[config.mk]
export PLATFORM = sky130hd
export DESIGN_NAME = sttl_ctrl
export DESIGN_NICKNAME = d
export VERILOG_FILES = /design/src/sttl_pkg.sv /design/src/sttl_ctrl.sv
export SDC_FILE = /design/constraint.sdc
export NUM_CORES = 1
export LEC_CHECK = 0
export BUFFER_PORTS_ARGS = -buffer_cell sky130_fd_sc_hd__buf_2
export CORE_AREA = 4 4 41 43
export DETAILED_ROUTE_END_ITERATION = 7
export DIE_AREA = 0 0 45 47
export PLACE_DENSITY = 0.48
export SYNTH_ARGS = -nofsm -noshare
export SYNTH_HDL_FRONTEND = slang
export SYNTH_SLANG_ARGS = --single-unit
[constraint.sdc]
create_clock -name clk_i -period 1.7 [get_ports clk_i]
set_input_delay 0.51 -clock clk_i [delete_from_list [all_inputs] [get_ports clk_i]]
set_output_delay 0.51 -clock clk_i [all_outputs]
set_load 0.02 [all_outputs]
[src/sttl_pkg.sv]
package sttl_pkg;

  localparam logic [1:0] MODE_BIND   = 2'd0;
  localparam logic [1:0] MODE_UNLOCK = 2'd1;
  localparam logic [1:0] MODE_QUERY  = 2'd2;

  localparam int unsigned TTL_W = 31;
  localparam logic [TTL_W-1:0] TTL_DEFAULT = 31'd900000;

  // controller -> datapath
  typedef struct packed {
    logic load;        // capture the input word
    logic append;      // append entry and respond
    logic scan_start;  // point scan at entry 0
    logic scan_next;   // advance scan
    logic hit_wb;      // update matched entry and respond
    logic miss;        // respond with failure
  } cmd_t;

  // datapath -> controller
  typedef struct packed {
    logic [1:0] mode;
    logic       count_zero;
    logic       hit;
    logic       last;
  } stat_t;

endpackage

[src/sttl_ctrl.sv]
module sttl_ctrl (
  input  logic            clk_i,
  input  logic            rst_ni,
  input  logic            start,
  output logic            busy,
  input  sttl_pkg::stat_t stat_i,
  output sttl_pkg::cmd_t  cmd_o
);
  import sttl_pkg::*;

  localparam logic [1:0] S_IDLE = 2'd0;
  localparam logic [1:0] S_EXEC = 2'd1;
  localparam logic [1:0] S_SCAN = 2'd2;
  localparam logic [1:0] S_WB   = 2'd3;

  logic [1:0] state_q, state_d;

  always_ff @(posedge clk_i or negedge rst_ni) begin
    if (!rst_ni) begin
      state_q <= S_IDLE;
    end else begin
      state_q <= state_d;
    end
  end

  always_comb begin
    state_d = state_q;
    cmd_o   = '0;
    case (state_q)
      S_IDLE: begin
        if (start) begin
          cmd_o.load = 1'b1;
          state_d    = S_EXEC;
        end
      end
      S_EXEC: begin
        case (stat_i.mode)
          MODE_BIND: begin
            cmd_o.append = 1'b1;
            state_d      = S_IDLE;
          end
          MODE_UNLOCK, MODE_QUERY: begin
            if (stat_i.count_zero) begin
              cmd_o.miss = 1'b1;
              state_d    = S_IDLE;
            end else begin
              cmd_o.scan_start = 1'b1;
              state_d          = S_SCAN;
            end
          end
          default: begin
            cmd_o.miss = 1'b1;
            state_d    = S_IDLE;
          end
        endcase
      end
      S_SCAN: begin
        if (stat_i.hit) begin
          state_d = S_WB;
        end else if (stat_i.last) begin
          cmd_o.miss = 1'b1;
          state_d    = S_IDLE;
        end else begin
          cmd_o.scan_next = 1'b1;
        end
      end
      S_WB: begin
        cmd_o.hit_wb = 1'b1;
        state_d      = S_IDLE;
      end
      default: begin
        state_d = S_IDLE;
      end
    endcase
  end

  assign busy = (state_q != S_IDLE);

endmodule

## Word-level counts from Yosys, hierarchy flattened

Index checks and enable logic that the tools add are counted.
W data, S select, Z words.

| storage, ports and cells | value |
|---|---|
| register bits after elaboration | 2 |
| input port bits | 8 |
| output and inout port bits | 7 |
| word-level logic and storage cells | 34 |

| cells by class | value |
|---|---|
| equal/unequal tests | 7 |
| muxes and demuxes | 21 |
| reductions and logical operators | 5 |

Operators with widths:

| kind | number |
|---|---|
| $mux W1 | 12 |
| $mux W2 | 6 |
| $pmux W2 S4 | 1 |
| $eq A2 B2 Y1 const B | 3 |
| $eq A2 B1 Y1 const B | 2 |
| $logic_not A2 Y1 | 2 |
| $pmux W1 S2 | 2 |
| $ne A3 B3 Y1 const B | 1 |
| $ne A2 B2 Y1 const B | 1 |
| $reduce_and A2 Y1 | 1 |
| $reduce_bool A2 Y1 | 1 |
| $reduce_or A2 Y1 | 1 |

## Longest topological paths before layout

| logic depth | value |
|---|---|
| depth after elaboration | 4 |
| gate-level depth with buffers | 5 |
| mapped depth without buffers | 5 |

## Least setup slack after synthesis

No wires, ideal clock.

| timing path | value |
|---|---|
| kind | input -> output |
| from | input port stat_i[3] in the netlist's numbering |
| to | output port cmd_o[0] in the netlist's numbering |
| arrival | 1.489 ns |
| required time | 1.190 ns |
| slack | -0.299 ns |
| stages on the path | 5 |
| path buffers | 0 |
| path through | inv_1 ha_1 nand2b_1 nand3_1 a21boi_0 |

RTL lines:

| element | line | text |
|---|---|---|
| start: declaration | sttl_ctrl.sv:6 | `input sttl_pkg::stat_t stat_i,` |
| end: declaration | sttl_ctrl.sv:7 | `output sttl_pkg::cmd_t cmd_o` |

==> flow_summary_export.csv <==
group,metric,value,unit
setup_path,worstPathArrival,1300,ps
clocking,clk_latency,220,ps
timing,whs,66.3,ps
global_routing,busiest_layer,"met2",
synth,synth_area_leaders,"ha_1, dfrtp_1, inv_1",
timing,fmax,0.552,GHz
synth,syn-mean-instance-area,8.42,sq um
setup_path,r2r_slack,180,ps
setup_path,slowest_delay,250,ps
final_layout,drive_gt1_share,74.6,%
timing,finalCritPeriodShare,106,%
clocking,clock_path_buffers,2,
timing,fin_ws,-110,ps
placement,numPortBuffers,14,
global_routing,grt_use_met3,2.30,%
route,first_pass_iters,2,
placement,dpl_cell_area,400,sq um
timing,hold_violations,0,
final_layout,reg.largest.list,"state_q (2)",
global_routing,antenna_found_initial,0,
final_layout,fillerInstances,135,
synth,synth_cell_types,17,
placement,gp_routability_congestion,0.745,
route,drt.antenna.violating_nets,0,
synth,synth-main-ff-cell,"dfrtp_1",
route,drt-vias-per-instance,4.12,
timing,tightest_slew,180,ps
final_layout,finalNetCount,74,
placement,dp_hpwl,497,microns
synth,netlist_top_cells_count,"ha_1, inv_1, nand2b_1",
synth,yosys_warnings,0,
global_routing,first_global_vias,297,
synth,synth_area,253,sq um
setup_path,r2r-start,"state_q[0]",
final_layout,largest_reg_flops,2,
setup_path,rr_worst_depth,7,
setup_path,critPathCaptureType,"primary output",
pwr,cellLeakagePower,0.294,nW
synth,synth-edff-count,0,
setup_path,required,1190,ps
global_routing,grtUsageMet1,8.62,%
timing,skew,3.06,ps
pwr,vdd_drop_max,0.471,mV
global_routing,grt_start_max_net_pins,7,
timing,grt_setup_unrepaired,"yes",
pwr,powerDensity,1340,nW/um^2
worst_hold_path,min_path_type,"in -> async",
setup_path,r2r_end,"state_q[0]",
setup_path,crit_type,"in -> out",
clocking,cts_tree,"done",
synth,syn_nets,43,
final_layout,fin_area,606,sq um
global_routing,grt_pass1_wl,1190,microns
global_routing,track_usage,7.58,%
clocking,h-tree-depth,1,
run_status,violations,"negative setup slack",
global_routing,met2_usage,13.8,%
setup_path,crit_path_max_fanout,3,
setup_path,critPathLaunchType,"input port",
die,start_util,19.4,%
die,io_pins,15,
clocking,path_clk_slew,30,ps
timing,drv_slew,0,
final_layout,top_register,"state_q",
run_status,status,"finished with violations",
final_layout,utilization,46.5,%
clocking,cts_sinks,2,
clocking,numCtsBuffers,3,
die,core,1300,sq um
die,die_h,47,microns
timing,finalSetupViolations,4,
final_layout,final-seq-area,50.0,sq um
synth,synth-async-reset-ratio,100,%
synth,synth_top_area_share,24.8,%
final_layout,syn_to_final_growth,140,%
route,drt_iter0_drc,1,
route,wire_per_inst,10.6,microns
synth,ys_seq_area_share,19.8,%
final_layout,diodes,0,
route,drc,0,
setup_path,crit_chain,"buf_8 > inv_4 > ha_4 > nand2b_4 > nand3_4 > a21boi_4 > buf_6",
die,fp.dieW,45,microns
synth,syn_inst,30,
timing,min_period,1810,ps
setup_path,slowest_stage,"ha_4",
route,routed_wl,783,microns
die,num_rows,13,
global_routing,overflow,0,
route,via_count,305,
timing,max-slew-margin-rel,87.9,%
die,dieArea,2120,sq um
run,drv_cap,0,
placement,dpl_worst_slack,-166,ps
clocking,cts_hold_buf,0,
synth,synth_area_leader_cell,"ha_1",
final_layout,multi_input_area,278,sq um
clocking,cts_root_buf,"clkbuf_4",
synth,ys_ff_latch,2,
-- metal layers --
metal  share of wire (%)  routed length (microns)
met1                  41                      318
met2                  53                      417
met3                 6.0                       47
met5                   0                        0
met4                   0                        0
-- metrics by stage --
| step | instances | total power (W) | setup TNS (ps) |
|---|---|---|---|
| CTS | 69 | 0.000715 | -270 |
| finish | 74 | 0.000813 | -190 |
| global placement | 62 | 0.000457 | -223 |
| detailed placement | 62 | 0.000449 | -205 |
| global route | 74 | 0.000871 | -422 |
| floorplan | 30 | 0.000331 | 0 |
-- power breakdown --
group	switching (W)	leakage (nW)	internal (W)	total (W)
sequential	0.0000201	0.0258	0.0000675	0.0000876
combinational	0.000265	0.255	0.000359	0.000624
clock	0.0000243	0.0138	0.0000777	0.000102
-- worst max-delay path by stage --
stage	start	end	cells past startpoint
after floorplan	stat_i[3]	cmd_o[0]	5
after global placement	stat_i[3]	cmd_o[0]	7
after detailed placement	stat_i[3]	cmd_o[0]	7
after CTS	stat_i[3]	cmd_o[0]	7
after global routing	stat_i[4]	cmd_o[0]	7
final	stat_i[4]	cmd_o[0]	7
-- worst max-delay path: cells and delay by family --
family / cells / cell delay (ps)
AO/OA/AOI/OAI: 1 / 120
adder cells (fa/ha/maj): 1 / 250
buffers and inverters: 3 / 230
AND/OR/NAND/NOR: 2 / 180
-- cells by family after synthesis --
| family | share of synthesized area [%] |
|---|---|
| flops | 19.8 |
| simple gates | 33.2 |
| fa+ha+maj | 24.8 |
| buf+inv | 7.43 |
| compound gates | 14.9 |
-- layout make-up --
class / instances / share of cell area (%)
multi-input combinational: 23 / 45.9
tap: 15 / 3.10
inverter: 5 / 3.51
timing repair buffer: 26 / 35.5
clock buffer: 3 / 3.72
sequential: 2 / 8.26
-- placed cells by master, fill, tap and decap left out, drive strengths merged, types with 2 or more instances in the layout --
cell type	instances
dfrtp	2
a21oi	2
buf	26
nand2b	3
and2	2
inv	5
ha	5
clkbuf	3
-- repair_timing --
item	4_1_cts	5_1_grt
setup buffers	4	5
endpoints found under the setup margin	6	5
pin swaps	4	3
gates resized for setup	21	8
Note: power is estimated with default switching activity, not from simulation.
